### src/rtl/core/ifpm_pkg.sv
`timescale 1ns / 1ps
package ifpm_pkg;

	// default sizes
	localparam int IFPM_DIM_BITS  = 14;
	localparam int IFPM_FRAC_BITS = 4;

	// pointer fields are fixed at 20 bits signed
	localparam int PTR_BITS  = 20;
	localparam int IN_FIELDS = 2 * PTR_BITS;
	localparam int IN_BITS   = ((IN_FIELDS + 7) / 8) * 8;

	// APB register map: register i at byte address 4*i
	localparam int APB_ADDR_BITS = 5;
	localparam int APB_DATA_BITS = 32;

	typedef enum logic [2:0] {
		REG_SCALE_MODE         = 3'd0,
		REG_LOGICAL_WIDTH      = 3'd1,
		REG_LOGICAL_HEIGHT     = 3'd2,
		REG_FRAMEBUFFER_WIDTH  = 3'd3,
		REG_FRAMEBUFFER_HEIGHT = 3'd4
	} reg_idx_t;

	// scale mode codes
	localparam logic MODE_NATIVE = 1'b0;
	localparam logic MODE_FIT    = 1'b1;

	// layout sequencer states
	typedef enum logic [2:0] {
		ST_IDLE,
		ST_LOAD_W,
		ST_DIV_W,
		ST_LOAD_H,
		ST_DIV_H,
		ST_SCALE,
		ST_SIZE,
		ST_OFFSET
	} lay_state_t;

	// layout unit status toward the point pipeline
	typedef struct packed {
		logic busy;
		logic valid;
		logic crop;
	} lay_status_t;

endpackage

### src/rtl/core/ifpm_layout.sv
`timescale 1ns / 1ps
module ifpm_layout
	import ifpm_pkg::*;
#(
	parameter int DIM_BITS = IFPM_DIM_BITS
) (
	input  logic                       clk,
	input  logic                       arst_n,
	input  logic                       start,
	input  logic                       scale_mode,
	input  logic [DIM_BITS-1:0]        logical_width,
	input  logic [DIM_BITS-1:0]        logical_height,
	input  logic [DIM_BITS-1:0]        fb_width,
	input  logic [DIM_BITS-1:0]        fb_height,
	output lay_status_t                status,
	output logic [DIM_BITS-1:0]        scale,
	output logic signed [DIM_BITS-1:0] cx,
	output logic signed [DIM_BITS-1:0] cy,
	output logic [DIM_BITS-1:0]        cw,
	output logic [DIM_BITS-1:0]        ch,
	output logic [DIM_BITS-1:0]        lw,
	output logic [DIM_BITS-1:0]        lh
);

	localparam int CNT_BITS = $clog2(DIM_BITS);

	lay_state_t state_q, state_nxt;

	logic                       div_load, div_step, div_w, busy;
	logic [DIM_BITS-1:0]        rem_q, quo_q, rx_q;
	logic [CNT_BITS-1:0]        cnt_q;
	logic [DIM_BITS-1:0]        scale_q, cw_q, ch_q, lw_q, lh_q;
	logic signed [DIM_BITS-1:0] cx_q, cy_q;
	logic                       valid_q, crop_q;

	logic                       native, lay_ok;
	logic [DIM_BITS-1:0]        dividend, divisor, ratio_min, scale_fit;
	logic [DIM_BITS:0]          sh, sh_sub;
	logic                       ge;
	logic [2*DIM_BITS-1:0]      prod_w, prod_h;
	logic [DIM_BITS:0]          diff_w, diff_h;

	assign native = (scale_mode == MODE_NATIVE);
	assign lay_ok = (fb_width != '0) && (fb_height != '0) &&
		(native || ((logical_width != '0) && (logical_height != '0)));

	// next state
	always_comb begin
		state_nxt = state_q;
		case (state_q)
			ST_IDLE:   state_nxt = ST_IDLE;
			ST_LOAD_W: state_nxt = ST_DIV_W;
			ST_DIV_W:  if (cnt_q == '0) state_nxt = ST_LOAD_H;
			ST_LOAD_H: state_nxt = ST_DIV_H;
			ST_DIV_H:  if (cnt_q == '0) state_nxt = ST_SCALE;
			ST_SCALE:  state_nxt = ST_SIZE;
			ST_SIZE:   state_nxt = ST_OFFSET;
			ST_OFFSET: state_nxt = ST_IDLE;
			default:   state_nxt = ST_IDLE;
		endcase
		if (start) state_nxt = ST_LOAD_W;
	end

	// sequencer outputs
	always_comb begin
		div_load = 1'b0;
		div_step = 1'b0;
		div_w    = 1'b0;
		busy     = 1'b1;
		case (state_q)
			ST_IDLE:   busy = 1'b0;
			ST_LOAD_W: begin
				div_load = 1'b1;
				div_w    = 1'b1;
			end
			ST_DIV_W:  begin
				div_step = 1'b1;
				div_w    = 1'b1;
			end
			ST_LOAD_H: div_load = 1'b1;
			ST_DIV_H:  div_step = 1'b1;
			default:   busy = 1'b1;
		endcase
	end

	always_ff @(posedge clk or negedge arst_n) begin
		if (!arst_n) begin
			state_q <= ST_LOAD_W;
		end else begin
			state_q <= state_nxt;
		end
	end

	// shared restoring divider, one quotient bit a cycle
	assign dividend = div_w ? fb_width : fb_height;
	assign divisor  = div_w ? logical_width : logical_height;
	assign sh       = {rem_q, quo_q[DIM_BITS-1]};
	assign sh_sub   = sh - {1'b0, divisor};
	assign ge       = (sh >= {1'b0, divisor});

	always_ff @(posedge clk) begin
		if (div_load) begin
			rem_q <= '0;
			quo_q <= dividend;
			cnt_q <= CNT_BITS'(DIM_BITS - 1);
		end else if (div_step) begin
			rem_q <= ge ? sh_sub[DIM_BITS-1:0] : sh[DIM_BITS-1:0];
			quo_q <= {quo_q[DIM_BITS-2:0], ge};
			cnt_q <= cnt_q - 1'b1;
		end
		// width ratio is done when the height division is loaded
		if (state_q == ST_LOAD_H) rx_q <= quo_q;
	end

	// scale: smaller ratio, at least one
	assign ratio_min = (rx_q < quo_q) ? rx_q : quo_q;
	assign scale_fit = (ratio_min == '0) ? DIM_BITS'(1) : ratio_min;

	// content size never exceeds the framebuffer unless scale was forced to one
	assign prod_w = {{DIM_BITS{1'b0}}, logical_width} * {{DIM_BITS{1'b0}}, scale_q};
	assign prod_h = {{DIM_BITS{1'b0}}, logical_height} * {{DIM_BITS{1'b0}}, scale_q};

	// floor-half margins
	assign diff_w = {1'b0, fb_width} - {1'b0, cw_q};
	assign diff_h = {1'b0, fb_height} - {1'b0, ch_q};

	always_ff @(posedge clk) begin
		case (state_q)
			ST_SCALE: begin
				if (!lay_ok) scale_q <= '0;
				else if (native) scale_q <= DIM_BITS'(1);
				else scale_q <= scale_fit;
			end
			ST_SIZE: begin
				cw_q <= native ? fb_width : prod_w[DIM_BITS-1:0];
				ch_q <= native ? fb_height : prod_h[DIM_BITS-1:0];
				lw_q <= native ? fb_width : logical_width;
				lh_q <= native ? fb_height : logical_height;
			end
			ST_OFFSET: begin
				cx_q <= (native || !lay_ok) ? '0 : $signed(diff_w[DIM_BITS:1]);
				cy_q <= (native || !lay_ok) ? '0 : $signed(diff_h[DIM_BITS:1]);
			end
			default: begin
			end
		endcase
	end

	always_ff @(posedge clk or negedge arst_n) begin
		if (!arst_n) begin
			valid_q <= 1'b0;
			crop_q  <= 1'b0;
		end else if (state_q == ST_OFFSET) begin
			valid_q <= lay_ok;
			crop_q  <= lay_ok && !native && ((cw_q > fb_width) || (ch_q > fb_height));
		end
	end

	assign status = '{busy: busy, valid: valid_q, crop: crop_q};
	assign scale  = scale_q;
	assign cx     = cx_q;
	assign cy     = cy_q;
	assign cw     = cw_q;
	assign ch     = ch_q;
	assign lw     = lw_q;
	assign lh     = lh_q;

endmodule

### src/rtl/core/ifpm_div_pipe.sv
`timescale 1ns / 1ps
module ifpm_div_pipe
	import ifpm_pkg::*;
#(
	parameter int DIM_BITS = IFPM_DIM_BITS
) (
	input  logic                clk,
	input  logic                arst_n,
	input  logic [DIM_BITS-1:0] divisor,
	input  logic                in_valid,
	output logic                in_ready,
	input  logic [DIM_BITS-1:0] in_num_x,
	input  logic [DIM_BITS-1:0] in_num_y,
	input  logic                in_inside,
	output logic                out_valid,
	input  logic                out_ready,
	output logic [DIM_BITS-1:0] out_quo_x,
	output logic [DIM_BITS-1:0] out_quo_y,
	output logic                out_inside
);

	// one quotient bit per stage, two lanes; quo holds the numerator shifting out
	logic                dvld_s   [DIM_BITS];
	logic [DIM_BITS-1:0] remx_s   [DIM_BITS];
	logic [DIM_BITS-1:0] quox_s   [DIM_BITS];
	logic [DIM_BITS-1:0] remy_s   [DIM_BITS];
	logic [DIM_BITS-1:0] quoy_s   [DIM_BITS];
	logic                inside_s [DIM_BITS];
	logic [DIM_BITS-1:0] dfree;

	for (genvar k = 0; k < DIM_BITS; k++) begin : g_stage
		logic                v_in, side_in, gex, gey;
		logic [DIM_BITS-1:0] rx_in, qx_in, ry_in, qy_in;
		logic [DIM_BITS:0]   shx, shy, subx, suby;

		if (k == 0) begin : g_first
			assign v_in    = in_valid;
			assign side_in = in_inside;
			assign rx_in   = '0;
			assign qx_in   = in_num_x;
			assign ry_in   = '0;
			assign qy_in   = in_num_y;
		end else begin : g_next
			assign v_in    = dvld_s[k-1];
			assign side_in = inside_s[k-1];
			assign rx_in   = remx_s[k-1];
			assign qx_in   = quox_s[k-1];
			assign ry_in   = remy_s[k-1];
			assign qy_in   = quoy_s[k-1];
		end

		// stage is free when empty or its content moves on
		if (k == DIM_BITS - 1) begin : g_last
			assign dfree[k] = !dvld_s[k] || out_ready;
		end else begin : g_mid
			assign dfree[k] = !dvld_s[k] || dfree[k+1];
		end

		// trial subtract per lane
		assign shx  = {rx_in, qx_in[DIM_BITS-1]};
		assign shy  = {ry_in, qy_in[DIM_BITS-1]};
		assign subx = shx - {1'b0, divisor};
		assign suby = shy - {1'b0, divisor};
		assign gex  = (shx >= {1'b0, divisor});
		assign gey  = (shy >= {1'b0, divisor});

		always_ff @(posedge clk or negedge arst_n) begin
			if (!arst_n) begin
				dvld_s[k] <= 1'b0;
			end else if (dfree[k]) begin
				dvld_s[k] <= v_in;
			end
		end

		always_ff @(posedge clk) begin
			if (dfree[k] && v_in) begin
				remx_s[k]   <= gex ? subx[DIM_BITS-1:0] : shx[DIM_BITS-1:0];
				remy_s[k]   <= gey ? suby[DIM_BITS-1:0] : shy[DIM_BITS-1:0];
				quox_s[k]   <= {qx_in[DIM_BITS-2:0], gex};
				quoy_s[k]   <= {qy_in[DIM_BITS-2:0], gey};
				inside_s[k] <= side_in;
			end
		end
	end

	assign in_ready   = dfree[0];
	assign out_valid  = dvld_s[DIM_BITS-1];
	assign out_quo_x  = quox_s[DIM_BITS-1];
	assign out_quo_y  = quoy_s[DIM_BITS-1];
	assign out_inside = inside_s[DIM_BITS-1];

endmodule

### src/rtl/core/integer_fit_pointer_mapper.sv
`timescale 1ns / 1ps
// Channel   Dir  Handshake                     Payload
// s_*       in   s_tvalid / s_tready           pointer_x, pointer_y
// m_*       out  m_tvalid / m_tready           hit, logical coords, layout
// APB       in   psel & penable & pwrite       layout registers, pready tied high
//
// One point per cycle unless stalled by m_tready or a busy layout; stages: two range-check
// stages, a DIM_BITS-stage restoring divider (one quotient bit per stage), output register.
// After reset and after every register write the layout sequencer runs through two shared
// serial divisions, scale, size and offsets; s_tready stays low meanwhile.
// Each stage holds its item while the next is full; bubbles are squeezed out.
module integer_fit_pointer_mapper
	import ifpm_pkg::*;
#(
	parameter int DIM_BITS  = IFPM_DIM_BITS,
	parameter int FRAC_BITS = IFPM_FRAC_BITS
) (
	input  logic                     clk,
	input  logic                     arst_n,
	// stream in
	input  logic                     s_tvalid,
	output logic                     s_tready,
	// [19:0] pointer_x, [39:20] pointer_y
	input  logic [IN_BITS-1:0]       s_tdata,
	// stream out
	output logic                     m_tvalid,
	input  logic                     m_tready,
	// [0] hit, then logical_x, logical_y, scale_factor, content_x, content_y
	// (DIM_BITS each), then cropped, zero padded to bytes
	output logic [((5*DIM_BITS+2+7)/8)*8-1:0] m_tdata,
	// APB
	input  logic                     psel,
	input  logic                     penable,
	input  logic                     pwrite,
	input  logic [APB_ADDR_BITS-1:0] paddr,
	input  logic [APB_DATA_BITS-1:0] pwdata,
	output logic [APB_DATA_BITS-1:0] prdata,
	output logic                     pready
);

	localparam int OUT_FIELDS = 5 * DIM_BITS + 2;
	localparam int OUT_BITS   = ((OUT_FIELDS + 7) / 8) * 8;
	localparam int XW = ((PTR_BITS > DIM_BITS + FRAC_BITS + 1) ?
		PTR_BITS : DIM_BITS + FRAC_BITS + 1) + 1;

	// registers
	logic                mode_q;
	logic [DIM_BITS-1:0] lwid_q, lhgt_q, fbw_q, fbh_q;
	logic                cfg_wr;
	reg_idx_t            reg_idx;

	assign pready  = 1'b1;
	assign cfg_wr  = psel && penable && pwrite && pready;
	assign reg_idx = reg_idx_t'(paddr[APB_ADDR_BITS-1:2]);

	always_ff @(posedge clk or negedge arst_n) begin
		if (!arst_n) begin
			mode_q <= MODE_FIT;
			lwid_q <= DIM_BITS'(320);
			lhgt_q <= DIM_BITS'(240);
			fbw_q  <= DIM_BITS'(640);
			fbh_q  <= DIM_BITS'(480);
		end else if (cfg_wr) begin
			case (reg_idx)
				REG_SCALE_MODE:         mode_q <= pwdata[0];
				REG_LOGICAL_WIDTH:      lwid_q <= pwdata[DIM_BITS-1:0];
				REG_LOGICAL_HEIGHT:     lhgt_q <= pwdata[DIM_BITS-1:0];
				REG_FRAMEBUFFER_WIDTH:  fbw_q  <= pwdata[DIM_BITS-1:0];
				REG_FRAMEBUFFER_HEIGHT: fbh_q  <= pwdata[DIM_BITS-1:0];
				default: begin
				end
			endcase
		end
	end

	always_comb begin
		case (reg_idx)
			REG_SCALE_MODE:         prdata = APB_DATA_BITS'(mode_q);
			REG_LOGICAL_WIDTH:      prdata = APB_DATA_BITS'(lwid_q);
			REG_LOGICAL_HEIGHT:     prdata = APB_DATA_BITS'(lhgt_q);
			REG_FRAMEBUFFER_WIDTH:  prdata = APB_DATA_BITS'(fbw_q);
			REG_FRAMEBUFFER_HEIGHT: prdata = APB_DATA_BITS'(fbh_q);
			default:                prdata = '0;
		endcase
	end

	// layout sequencer
	lay_status_t                lay;
	logic [DIM_BITS-1:0]        lay_scale, lay_cw, lay_ch, lay_lw, lay_lh;
	logic signed [DIM_BITS-1:0] lay_cx, lay_cy;

	ifpm_layout #(
		.DIM_BITS(DIM_BITS)
	) u_layout (
		.clk            (clk),
		.arst_n         (arst_n),
		.start          (cfg_wr),
		.scale_mode     (mode_q),
		.logical_width  (lwid_q),
		.logical_height (lhgt_q),
		.fb_width       (fbw_q),
		.fb_height      (fbh_q),
		.status         (lay),
		.scale          (lay_scale),
		.cx             (lay_cx),
		.cy             (lay_cy),
		.cw             (lay_cw),
		.ch             (lay_ch),
		.lw             (lay_lw),
		.lh             (lay_lh)
	);

	// layout in pointer units
	logic signed [XW-1:0] fbw_fx, fbh_fx, cw_fx, ch_fx, cx_fx, cy_fx;

	assign fbw_fx = $signed(XW'(fbw_q) << FRAC_BITS);
	assign fbh_fx = $signed(XW'(fbh_q) << FRAC_BITS);
	assign cw_fx  = $signed(XW'(lay_cw) << FRAC_BITS);
	assign ch_fx  = $signed(XW'(lay_ch) << FRAC_BITS);
	assign cx_fx  = XW'(lay_cx) <<< FRAC_BITS;
	assign cy_fx  = XW'(lay_cy) <<< FRAC_BITS;

	// flow control
	logic free_s1, free_s2, div_in_ready, out_free;
	logic v_s1, v_s2;

	assign free_s2  = !v_s2 || div_in_ready;
	assign free_s1  = !v_s1 || free_s2;
	assign s_tready = free_s1 && !lay.busy;

	// stage 1: sign extend, framebuffer bounds
	logic signed [XW-1:0] px, py, px_s1, py_s1;
	logic                 infb_s1;

	assign px = XW'($signed(s_tdata[PTR_BITS-1:0]));
	assign py = XW'($signed(s_tdata[2*PTR_BITS-1:PTR_BITS]));

	always_ff @(posedge clk or negedge arst_n) begin
		if (!arst_n) begin
			v_s1 <= 1'b0;
		end else if (free_s1) begin
			v_s1 <= s_tvalid && s_tready;
		end
	end

	always_ff @(posedge clk) begin
		if (free_s1 && s_tvalid && s_tready) begin
			px_s1   <= px;
			py_s1   <= py;
			infb_s1 <= !px[XW-1] && !py[XW-1] && (px < fbw_fx) && (py < fbh_fx);
		end
	end

	// stage 2: content offset and bounds
	logic signed [XW-1:0] ux, uy;
	logic [DIM_BITS-1:0]  numx_s2, numy_s2;
	logic                 inside_s2;

	assign ux = px_s1 - cx_fx;
	assign uy = py_s1 - cy_fx;

	always_ff @(posedge clk or negedge arst_n) begin
		if (!arst_n) begin
			v_s2 <= 1'b0;
		end else if (free_s2) begin
			v_s2 <= v_s1;
		end
	end

	always_ff @(posedge clk) begin
		if (free_s2 && v_s1) begin
			numx_s2   <= ux[FRAC_BITS +: DIM_BITS];
			numy_s2   <= uy[FRAC_BITS +: DIM_BITS];
			inside_s2 <= lay.valid && infb_s1 && !ux[XW-1] && !uy[XW-1] &&
				(ux < cw_fx) && (uy < ch_fx);
		end
	end

	// whole pixels divided by scale
	logic                div_out_valid, div_inside;
	logic [DIM_BITS-1:0] quo_x, quo_y;

	ifpm_div_pipe #(
		.DIM_BITS(DIM_BITS)
	) u_div (
		.clk        (clk),
		.arst_n     (arst_n),
		.divisor    (lay_scale),
		.in_valid   (v_s2),
		.in_ready   (div_in_ready),
		.in_num_x   (numx_s2),
		.in_num_y   (numy_s2),
		.in_inside  (inside_s2),
		.out_valid  (div_out_valid),
		.out_ready  (out_free),
		.out_quo_x  (quo_x),
		.out_quo_y  (quo_y),
		.out_inside (div_inside)
	);

	// output register
	logic                out_v_q, hit, hit_q, crop_q;
	logic [DIM_BITS-1:0] lx_q, ly_q, scale_q;
	logic [DIM_BITS-1:0] cx_q, cy_q;

	assign out_free = !out_v_q || m_tready;
	assign hit      = div_inside && (quo_x < lay_lw) && (quo_y < lay_lh);

	always_ff @(posedge clk or negedge arst_n) begin
		if (!arst_n) begin
			out_v_q <= 1'b0;
		end else if (out_free) begin
			out_v_q <= div_out_valid;
		end
	end

	always_ff @(posedge clk) begin
		if (out_free && div_out_valid) begin
			hit_q   <= hit;
			lx_q    <= hit ? quo_x : '0;
			ly_q    <= hit ? quo_y : '0;
			scale_q <= lay_scale;
			cx_q    <= lay_cx;
			cy_q    <= lay_cy;
			crop_q  <= lay.crop;
		end
	end

	assign m_tvalid = out_v_q;
	assign m_tdata  = OUT_BITS'({crop_q, cy_q, cx_q, scale_q, ly_q, lx_q, hit_q});

endmodule
### config.mk
export PLATFORM = sky130hd
export DESIGN_NAME = integer_fit_pointer_mapper
export DESIGN_NICKNAME = d
export VERILOG_FILES = /design/src/rtl/core/ifpm_pkg.sv /design/src/rtl/core/ifpm_layout.sv /design/src/rtl/core/ifpm_div_pipe.sv /design/src/rtl/core/integer_fit_pointer_mapper.sv
export SDC_FILE = /design/constraint.sdc
export NUM_CORES = 2
export LEC_CHECK = 0
export BUFFER_PORTS_ARGS = -buffer_cell sky130_fd_sc_hd__buf_4
export CAP_MARGIN = 0
export CORE_MARGIN = 1
export CORE_UTILIZATION = 45
export DETAILED_ROUTE_END_ITERATION = 10
export GPL_TIMING_DRIVEN = 0
export PLACE_DENSITY = 0.64
export SYNTH_ARGS = -nofsm -noshare
export SYNTH_HDL_FRONTEND = slang
export SYNTH_SLANG_ARGS = --single-unit
### constraint.sdc
create_clock -name clk -period 6.7 [get_ports clk]
set_input_delay 0.67 -clock clk [delete_from_list [all_inputs] [get_ports clk]]
set_output_delay 0.67 -clock clk [all_outputs]
set_load 0.03 [all_outputs]
Yosys cells after proc, flatten, opt, wreduce, memory -nomap -nowiden
Memories as Yosys holds them, arrays and structs flattened. Index checks and enable logic that the tools add are counted.

Register bits: 365. RAM bits: 798. Output and inout port bits: 107. Word-level logic and storage cells: 319. Memories: 5.

Add/sub/neg operators: 34. Multipliers: 2. Magnitude comparators: 38. Eq/ne operators: 13. Muxes and demuxes: 76. Bitwise logic cells: 2. Reductions and logical operators: 99.

Memory list: u_div.quox_s (words 14, width 14, read ports 14, clocked after Yosys merged registers in 0, wr ports 14, line ifpm_div_pipe.sv:25) `logic [DIM_BITS-1:0] quox_s [DIM_BITS];`; u_div.quoy_s (words 14, width 14, read ports 14, clocked after Yosys merged registers in 0, wr ports 14, line ifpm_div_pipe.sv:27) `logic [DIM_BITS-1:0] quoy_s [DIM_BITS];`; u_div.remx_s (words 14, width 14, read ports 13, clocked after Yosys merged registers in 0, wr ports 14, line ifpm_div_pipe.sv:24) `logic [DIM_BITS-1:0] remx_s [DIM_BITS];`; u_div.remy_s (words 14, width 14, read ports 13, clocked after Yosys merged registers in 0, wr ports 14, line ifpm_div_pipe.sv:26) `logic [DIM_BITS-1:0] remy_s [DIM_BITS];`; u_div.inside_s (words 14, width 1, read ports 14, clocked after Yosys merged registers in 0, wr ports 14, line ifpm_div_pipe.sv:28) `logic inside_s [DIM_BITS];`.

Operator list (count): 14-bit two-way mux (38); 15-bit by 14-bit >= comparator with 1-bit output (27); 14-bit subtractor (27); 14-bit case mux with 5 select lines (1); 14-bit nonzero test (4); 14-bit < comparator (3); 21-bit by 19-bit < comparator with 1-bit output (2); 20-bit by 18-bit subtractor with 21-bit output (2); 20-bit by 19-bit < comparator with 1-bit output (2); 1-bit logical AND (37); 1-bit two-way mux (33); 14-bit by 14-bit subtractor with 15-bit output (2); 1-bit by 14-bit >= comparator with 1-bit output (2); 14-bit > comparator (2); 14-bit by 14-bit multiplier with 14-bit output (2); 1-bit by 14-bit subtractor with 14-bit output (2); 1-bit logical NOT (22); 3-bit case mux with 7 select lines (1); 1-bit logical OR (20); 3-bit equality test (second input constant) (5); 14-bit logical NOT (1); 3-bit by 2-bit equality test with 1-bit output (second input constant) (4); 2-bit AND reduction (6); 3-bit two-way mux (3); 9 further kinds (16).

Depth between registers and ports, before layout
Word-level depth: 20. Mapped depth: 23. Mapped depth without buffers: 21.

Cells and area by module
A second synthesis with hierarchy kept.

Cell total of the unflattened synthesis: 6153. Area total of the unflattened synthesis: 69883.3 um^2.

Modules (own cells, without submodules): ifpm_div_pipe (instances 1, cells an instance 3649, area each 44547.7 um^2); ifpm_layout (instances 1, cells an instance 1577, area each 14665.3 um^2); integer_fit_pointer_mapper (instances 1, cells an instance 927, area each 10670.2 um^2).

Worst setup path after synthesis
OpenSTA, ideal clock, no wires.

Kind: register to register. From: reg u_layout.scale_q[1] (netlist: u_layout.scale[1]). To: reg u_layout.cw_q[13] (netlist: u_layout.cw[13]), data pin. Arrival: 6085 ps. Data required time: 6430 ps. Path slack: 345 ps. Cell stages (with the launch flop): 21. Path buffers: 2. Period minus slack after synthesis: 6355 ps. Path through: edfxtp_1 > clkbuf_1 > clkbuf_1 > nand2_1 > fa_1 > inv_1 > fa_1 > inv_1 > fa_1 > inv_1 > fa_1 > inv_1 > fa_1 > inv_1 > ha_1 > and3_1 > a211o_1 > a21o_1 > a21oi_1 > xnor2_1 > mux2i_1.

Cells in the longest elaborated chain, start to end: 2.

Ends and longest elaborated chain: start: declaration (line ifpm_layout.sv:32) `logic [DIM_BITS-1:0] scale_q, cw_q, ch_q, lw_q, lh_q;`; start signal: assignment (line ifpm_layout.sv:132) `else scale_q <= scale_fit;`; 14-bit by 14-bit multiplier with 14-bit output (line ifpm_layout.sv:120) `assign prod_w = {{DIM_BITS{1'b0}}, logical_width} * {{DIM_BITS{1'b0}}, scale_q};`; 14-bit two-way mux (line ifpm_layout.sv:135) `cw_q <= native ? fb_width : prod_w[DIM_BITS-1:0];`; end signal: assignment (line ifpm_layout.sv:135); end: declaration (line ifpm_layout.sv:32).

Every way passes these cells. A chain may end at the register's enable or synchronous reset.

Worst setup path in the final report
From: reg lhgt_q[5]. To: reg u_layout.ch_q[13] (netlist: u_layout.ch[13]), data pin.

Cells in the longest elaborated chain, start to end: 2.

Ends and longest elaborated chain: start: declaration (line integer_fit_pointer_mapper.sv:48) `logic [DIM_BITS-1:0] lwid_q, lhgt_q, fbw_q, fbh_q;`; start signal: assignment (line integer_fit_pointer_mapper.sv:67) `REG_LOGICAL_HEIGHT: lhgt_q <= pwdata[DIM_BITS-1:0];`; 14-bit by 14-bit multiplier with 14-bit output (line ifpm_layout.sv:121) `assign prod_h = {{DIM_BITS{1'b0}}, logical_height} * {{DIM_BITS{1'b0}}, scale_q};`; 14-bit two-way mux (line ifpm_layout.sv:136) `ch_q <= native ? fb_height : prod_h[DIM_BITS-1:0];`; end signal: assignment (line ifpm_layout.sv:136); end: declaration (line ifpm_layout.sv:32).

Every way passes these cells.

==> run_results.csv <==
group,metric,value,unit
outcome,status,"complete, no violations",
pwr,ir_drop,0.305,mV
sta,fin_crit_sh,97.4,%
clock_tree,cts_hold_buf,0,
global_routing,grt_use_met1,30.4,%
sta,setup_tns,0,ns
placed_design,dp.cells,8366,
sta,slew_violations,0,
global_routing,met3_usage,3.73,%
placed_design,place_area,74000,um2
finish,post-route-util,51.2,%
yosys,ys.flop_type,"edfxtp_1",
pwr,powerDensity,484,nW/um2
placed_design,dp_hpwl,139,mm
clock_tree,clk_latency,0.77,ns
yosys,ys_warn_count,0,
clock_tree,cts.sinks,1127,
yosys,synth_area_leaders,"edfxtp_1 45%, ha_1 11%, fa_1 4.1%",
sta,fin_skew,0.0772,ns
placed_design,place_worst_setup_slack,-0.180,ns
global_routing,grt_pass1_wl,277,mm
min_path,hold_class,"in -> async",
sta,setup_viol,0,
yosys,synth_edf_count,1030,
global_routing,grt_usage,23.0,%
yosys,synth.avg_cell_area,11.3,um2
floorplan,die_h,395,um
job,maxCapViolations,0,
routing,routed_wl,182,mm
clock_tree,cts_tree,"yes",
worst_setup_path,crit_required,7.19,ns
worst_setup_path,worstSetupPathType,"reg -> reg",
yosys,netlist_area,69400,um2
clock_tree,cts_htree_levels,3,
finish,drive_gt1_share,14.0,%
worst_setup_path,rrSetupSlack,0.17,ns
sta,fin_ws,0.173,ns
yosys,ys_types,82,
finish,nFillCells,13257,
yosys,seq_area_frac_synth,47.9,%
routing,ant_nets,0,
global_routing,grt_pass1_vias,47674,
global_routing,busiest_layer,"met2",
yosys,synth_top_area_share,44.6,%
clock_tree,clockRootBuffer,"clkbuf_16",
worst_setup_path,critPathLaunchType,"flop",
yosys,synth_largest_area_cell,"edfxtp_1",
pwr,p_leak,31.8,nW
placed_design,io_buffers,142,
routing,post_drt_wl_per_cell,21.1,um
floorplan,start_util,45.5,%
worst_setup_path,worst_setup_path_end_kind,"flop",
floorplan,ioPinCount,191,
sta,grt_setup_unrepaired,"no",
sta,fmax,0.153,GHz
floorplan,die_w,395,um
placed_design,place_congestion,0.955,
floorplan,dieArea,156000,um2
clock_tree,cts_buffers,117,
clock_tree,clk_pin_slew_worst_paths,0.06,ns
worst_setup_path,cp_data_arrival_time,7.01,ns
routing,drc,0,
global_routing,grt_use_met2,38.4,%
sta,relSlewSlack,15.6,%
yosys,async_flop_share,7.01,%
finish,design_area,78100,um2
routing,first_pass_iters,6,
finish,fin_nets,7301,
clock_tree,clockBufferDepth,3,
worst_setup_path,crit_fanout,10,
sta,period_needed,6.53,ns
global_routing,antenna_found_initial,4,
routing,vias,48262,
finish,fin_cells,8591,
yosys,synth_cells,6141,
yosys,ys_seq_elements,1127,
finish,area_growth,12.5,%
floorplan,core_area,153000,um2
sta,tightest_slew,1.27,ns
routing,drt-initial-drc-count,3549,
global_routing,grt-ovfl-total,0,
floorplan,rows,143,
global_routing,grt_start_max_net_pins,80,
sta,hold_violations,0,
routing,viasPerCell,5.62,
critical path, cell delays in order (launching register included):
cell and delay, ns:
dfstp_2 0.59, clkbuf_1 0.67, and2_1 0.26, fa_1 0.17
inv_1 0.06, fa_1 0.53, inv_1 0.05, fa_1 0.49
inv_1 0.05, fa_1 0.47, inv_1 0.05, fa_1 0.53
inv_1 0.05, fa_1 0.53, inv_1 0.04, ha_1 0.35
and3_1 0.19, a21oi_1 0.10, o21ai_0 0.13, nor4_1 0.29
nor3_2 0.14, xnor2_1 0.21, mux2_2 0.30
per-layer routing:
metal / wire length, um / vias to the layer above
met2: 86100 / 1383
met5: 13 / -
met4: 6140 / 2
met1: 78400 / 23616
li1: - / 22964
met3: 11000 / 297
state kept, by name, summed over array words and instances (netlist names), 16 cells and up:
signal        flops
px_s1            16
py_s1            16
u_div.quox_s    196
u_div.quoy_s    196
u_div.remx_s    182
u_div.remy_s    182
what timing repair did:
action,CTS,global route
resized for setup,1,0
setup buffers,1,8
endpoints found under the hold margin,0,0
pin swaps,0,0
setup endpoints to repair,1,2
synth_stat cells (90+ instances only):
library cell  instances
fa_1                141
nor2_1              364
nand2_1             633
o21ai_0             301
inv_1               537
edfxtp_1           1030
o21ai_2             178
o21a_1               90
xnor2_1             127
a21oi_1             197
ha_1                614
a21o_1              102
and2_1              114
o31ai_1             113
nor2b_1             104
a211oi_1            121
xor2_1              122
cells by family (layout without fill, tap and decap cells):
logic type | count (synthesis) | in the layout | synth area share, %
other | 2 | 21 | 0.0108
adder cells (fa/ha/maj) | 755 | 755 | 15.1
buffers and inverters | 707 | 1108 | 4.47
AO/OA/AOI/OAI | 1420 | 1420 | 15.0
XOR/XNOR | 249 | 249 | 3.14
AND/OR/NAND/NOR | 1726 | 1726 | 11.9
multiplexers | 155 | 155 | 2.38
flip-flops | 1127 | 1127 | 47.9
through the flow:
step           hold WS [ns]  total power [mW]
4_1_cts              0.0683              37.9
3_3_place_gp          0.401              30.5
3_5_place_dp          0.405              31.0
6_report             0.0861              37.8
2_1_floorplan         0.374              25.9
5_1_grt              0.0815              40.4
power breakdown:
| part | total, mW | internal, mW | switching (mW) |
|---|---|---|---|
| Clock | 6.83 | 3.95 | 2.88 |
| Combinational | 18.5 | 7.38 | 11.1 |
| Sequential | 12.5 | 11.2 | 1.31 |
| Total | 37.8 | 22.5 | 15.3 |
placed cells by master, fill, tap and decap left out, types with 90 or more instances in the layout:
cell type  count
clkbuf_16    119
o21ai_2      178
xnor2_1      127
nor2_1       363
edfxtp_1    1030
clkbuf_1     100
and2_1       104
a21oi_1      197
nand2_1      633
buf_4        171
inv_1        524
xor2_1       122
o21ai_0      301
fa_1         141
a21o_1       102
o31ai_1      113
nor2b_1      100
ha_1         614
a211oi_1     121
o21a_1        90
area by class of cell:
cell class                 count  area [um2]  area share, %
tap                         2030        2540           3.25
timing repair buffer         188        1950           2.50
buffer                       166        1070           1.38
clock buffer                 146        3160           4.04
sequential                  1127       33300           42.6
multi-input combinational   4324       33200           42.5
clock inverter                70         898           1.15
inverter                     538        2020           2.58
antenna                        2        5.00        0.00641
worst paths after layout:
check | startpoint | end | cells past startpoint
setup / recovery | lhgt_q[5] | u_layout.ch[13] | 22
hold / removal | arst_n | lwid_q[11] | 1
setup reg to reg | lhgt_q[5] | u_layout.ch[13] | 22
hold reg to reg | u_div.quoy_s[1][47] | u_div.quoy_s[2][6] | 0
max in group asynchronous | arst_n | u_layout.state_q[1] | 1
min in group clk | s_tdata[12] | px_s1[12] | 1
Note: power is estimated with default switching activity, not from simulation.
